<file path="src/rtl/mgcs_ram.sv">
// Generic single-write, single-read RAM with a registered read port.
// Depends on nothing.
`timescale 1ns / 1ps
module mgcs_ram #(
    parameter int WIDTH = 32,
    parameter int DEPTH = 64
) (
    input  logic                     aclk,
    input  logic                     we,
    input  logic [$clog2(DEPTH)-1:0] waddr,
    input  logic [WIDTH-1:0]         wdata,
    input  logic [$clog2(DEPTH)-1:0] raddr,
    output logic [WIDTH-1:0]         rdata
);

    logic [WIDTH-1:0] mem [DEPTH];
    logic [WIDTH-1:0] rdata_reg;

    // Write port and registered read port.
    always_ff @(posedge aclk) begin
        if (we) begin
            mem[waddr] <= wdata;
        end
        rdata_reg <= mem[raddr];
    end

    assign rdata = rdata_reg;

endmodule

</file>
<file path="config.mk">
export PLATFORM = sky130hd
export DESIGN_NAME = mgcs_ram
export DESIGN_NICKNAME = d
export VERILOG_FILES = /design/src/rtl/mgcs_ram.sv
export SDC_FILE = /design/constraint.sdc
export NUM_CORES = 2
export LEC_CHECK = 0
export BUFFER_PORTS_ARGS = -buffer_cell sky130_fd_sc_hd__buf_2
export CORE_UTILIZATION = 45
export DETAILED_ROUTE_END_ITERATION = 6
export PLACE_DENSITY = 0.58
export SETUP_SLACK_MARGIN = 0.15
export SYNTH_ARGS = -nofsm -noshare
export SYNTH_HDL_FRONTEND = slang
export SYNTH_SLANG_ARGS = --single-unit
</file>
<file path="constraint.sdc">
create_clock -name aclk -period 7.8 [get_ports aclk]
set_clock_uncertainty 0.2 [all_clocks]
set_input_delay 0.78 -clock aclk [delete_from_list [all_inputs] [get_ports aclk]]
set_output_delay 0.78 -clock aclk [all_outputs]
set_load 0.1 [all_outputs]
</file>
# After elaboration in Yosys (flattened, before gate mapping)
# Memories as Yosys holds them, arrays and structs flattened. A register that Yosys moved wholly into a read port is not among the register bits.
# Cells that the tools add are included.
dict set report word_totals {
  mem_count 1
  reg_bits 0
  input_bits 46
  ram_bits 2048
}
# memory depth width read_ports rd_ports_with_merged_regs write_ports line_no
set memory_table {}
lappend memory_table {mem 64 32 1 1 1 16} ;# logic [WIDTH-1:0] mem [DEPTH];
dict set report classes {
  n_mux 2
}
# cell count
set op_table {}
lappend op_table {{1-bit 2-to-1 mux} 2}

# Logic depth before layout (Yosys ltp)
dict set report depth {
  depth_word 2
  depth_mapped 10
  mapped_depth_nobuf 5
}

# Least setup slack after synthesis
# Ideal clock, no wire load.
dict set report synth_timing {
  path_type {in2reg}
  start {input port waddr[3]}
  end {memory mem[48][0], enable pin}
  arrival_ns 3.479
  t_required_ns 7.139
  path_buffers 1
  path_stages 4
  slack_ns 3.660
  path_cell_list {clkbuf_1 -> nor2b_1 -> nand4b_1 -> nor3_1}
}
# item line_no
set synth_rtl {}
lappend synth_rtl {{from (decl)} 10} ;# input logic [$clog2(DEPTH)-1:0] waddr,
lappend synth_rtl {{to (decl)} 16}
# No word-level cell before the write port.

==> results.json <==
{
  "outcome": "completed",
  "grt_pass1_vias": 37600,
  "syn_nets": 3370,
  "overflow": 0,
  "cts_resized": 0,
  "cp-end-kind": "flop",
  "ys_ff_latch": 2080,
  "drtPass1Iterations": 5,
  "ys_seq_area_share_pct": 79.1,
  "start_util_pct": 45.5,
  "rsz0062_at_grt": "false",
  "cts_max_path_buffers": 3,
  "clock_latency_ns": 0.86,
  "pwr-share-clk_pct": 42.5,
  "r2r_end": "rdata[28]",
  "postSynthAreaPerCell_um2": 23.6,
  "drive_gt1_share_pct": 29.7,
  "min_path_cells": 2,
  "p_leak_nw": 27.6,
  "portBuffers": 77,
  "peakVddDrop_mv": 0.225,
  "yosysTopAreaCell": "edfxtp_1",
  "period_needed_ns": 3.63,
  "reg2reg_from": "mem[15][28]",
  "slew_headroom_pct": 8.07,
  "tns_ns": 0,
  "n_fill_cell": 13200,
  "cpLargestDelayFamily": "simple AND/OR/NAND/NOR gates",
  "largest_reg_flops": 2048,
  "crit_end": "rdata[4]",
  "fp-row-count": 152,
  "dp_hpwl_mm": 105,
  "synth.top_cell.area_share_pct": 78.3,
  "via_per_inst": 6.09,
  "setup.worst_path.start": "raddr[1]",
  "routabilityCongestion": 0.780,
  "die_h_um": 420,
  "worstSetupPathType": "primary input to flop",
  "reg2reg_depth": 5,
  "p_int_mw": 18.7,
  "pwr-share-seq_pct": 52.3,
  "fmax_ghz": 0.275,
  "worst-endpoint-required_ns": 8.27,
  "grt_max_degree": 152,
  "cp_max_fo": 117,
  "pwr-share-comb_pct": 5.2,
  "numCtsBuffers": 208,
  "cts-htree-levels": 4,
  "crit_buf_inv": 3,
  "placed_cells": 5626,
  "cp_slowest_cell": "nor2_1",
  "multiInputGateArea_um2": 16000,
  "switchingPower_mw": 5.07,
  "route.detailed.drc": 0,
  "p_per_area_nw_per_um2": 267,
  "dr_total_vias": 36700,
  "worst_setup_path_start_kind": "primary input",
  "routedWlPerCell_um": 33.7,
  "track_usage_pct": 23.4,
  "die_w_um": 420,
  "clock-sinks": 2080,
  "routed_wl_mm": 203,
  "post-cts-setup-buffers": 0,
  "areaGrowthSynthToFinish_pct": 13.6,
  "switching_share_pct": 21.3,
  "cts_tree": "built",
  "cp.depth": 7,
  "synth_edf_count": 2048,
  "dieArea_um2": 176000,
  "finalCritPeriodShare_pct": 46.6,
  "path_cells": "buf_8 > buf_12 > nor2_1 > buf_4 > a21oi_1 > a311oi_1 > nor3_1",
  "antenna_left": 0,
  "ctsHoldBuffers": 0,
  "drt_iter0_drc": 4342,
  "tightest_slew_ns": 1.38,
  "cp_data_arrival_time_ns": 4.11,
  "ios": 78,
  "hold_class": "primary input to flop",
  "cap_violations": 0,
  "finalSetupViolCount": 0,
  "nets": 3572,
  "synth.cell_area_um2": 78500,
  "regArea_um2": 62100,
  "clk_pin_slew_worst_paths_ns": 0.06,
  "final_hold_viol_count": 0,
  "yosysWarnings": 0,
  "fin_cells": 6021,
  "synth_cell_types": 34,
  "synth_area_leaders": "edfxtp_1 (78%), mux4_2 (16%), mux2i_1 (1.2%)",
  "synth-async-reset-ratio_pct": 0,
  "reg2reg_slack_ns": 5.26,
  "grt_first_pass_wirelength_mm": 285,
  "maxSlewViolCount": 0,
  "antenna_found_initial": 12,
  "slowest_delay_ns": 1.03,
  "floorplan.core_area_um2": 172000,
  "syn-instance-count": 3324,
  "synth-main-ff-cell": "edfxtp_1",
  "root_buffer": "clkbuf_16"
}
[cell type report]
cell class | count | area share [%]
clock inverter | 116 | 1.41
clock buffer | 274 | 6.40
tap | 2310 | 3.24
multi-input combinational | 1062 | 17.9
timing repair buffer | 174 | 1.39
sequential | 2080 | 69.7
antenna | 5 | 0.0140
[power by group through the flow]
stage	sequential [mW]	clock [mW]	combinational, mW
CTS	12.4	10.2	1.26
finish	12.4	10.1	1.24
floorplan	12.8	0	0.602
global placement	12.7	0	1.23
global route	12.4	10.7	1.31
detailed placement	12.7	0	1.26
[logic make-up (layout without fill, tap and decap cells)]
| group | count (synthesis) | count (layout) | share of synthesized area [%] |
|---|---|---|---|
| other | 0 | 5 | 0 |
| buffers and inverters | 182 | 564 | 1.13 |
| muxes | 637 | 637 | 16.8 |
| DFF | 2080 | 2080 | 79.1 |
| AOI/OAI and AO/OA | 202 | 202 | 1.67 |
| and+or+nand+nor | 223 | 223 | 1.27 |
[stage by stage]
stage	setup slack (ns)	utilization, %	cell area [µm²]	hold slack, ns	power, mW
final	4.17	51.7	89200	0.431	23.8
after global routing	4.10	51.7	89200	0.437	24.4
after CTS	4.21	51.7	89200	0.402	23.9
after detailed placement	3.30	47.7	82200	0.606	13.9
after global placement	3.38	47.7	82200	0.545	13.9
after floorplan	3.66	-	78500	0.463	13.4
[cell usage after synthesis (21+ instances only)]
library cell and number:
mux4_2 544, nor2_1 137, buf_1 21, nand2_1 26, o221ai_1 27, a21oi_1 62, buf_2 57, buf_4 25
clkbuf_1 74, mux2i_1 93, edfxtp_1 2048, dfxtp_1 32, o22ai_1 84
[how the worst min path moves through the flow]
stage | start | end | slack, ns
floorplan | mem[12][17] | rdata[17] | 0.46
global placement | mem[28][17] | rdata[17] | 0.55
detailed placement | mem[28][17] | rdata[17] | 0.61
CTS | raddr[3] | rdata[3] | 0.40
global route | wdata[5] | mem[31][5] | 0.44
finish | wdata[28] | mem[11][28] | 0.43
[layout by cell type, fill, tap and decap left out, drive strengths merged, types with 7 or more instances in the layout]
cell,synthesis,layout
edfxtp,2048,2048
mux4,544,544
clkbuf,74,274
buf,108,174
nor2,137,137
mux2i,93,93
o22ai,84,84
clkinv,0,81
a21oi,62,62
dfxtp,32,32
o221ai,27,27
nand2,26,26
bufinv,0,24
nor2b,15,15
a22oi,12,12
a311oi,8,8
nand2b,8,8
nor3,7,7
[per-layer routing]
metal	vias up	routed length, µm	GRT usage [%]
li1	14700	-	-
met1	20100	83100	33.2
met2	1545	101000	38.2
met3	272	14500	3.20
met4	2	4620	6.17
met5	-	18	0
[worst reg2reg max path: stages, from the launching register on]
cell      delay [ns]
edfxtp_1        0.37
mux4_2          0.47
mux2i_1         0.50
a21oi_1         0.14
a21oi_1         0.59
nor2_1          0.11
Note: power is estimated with default switching activity, not from simulation.
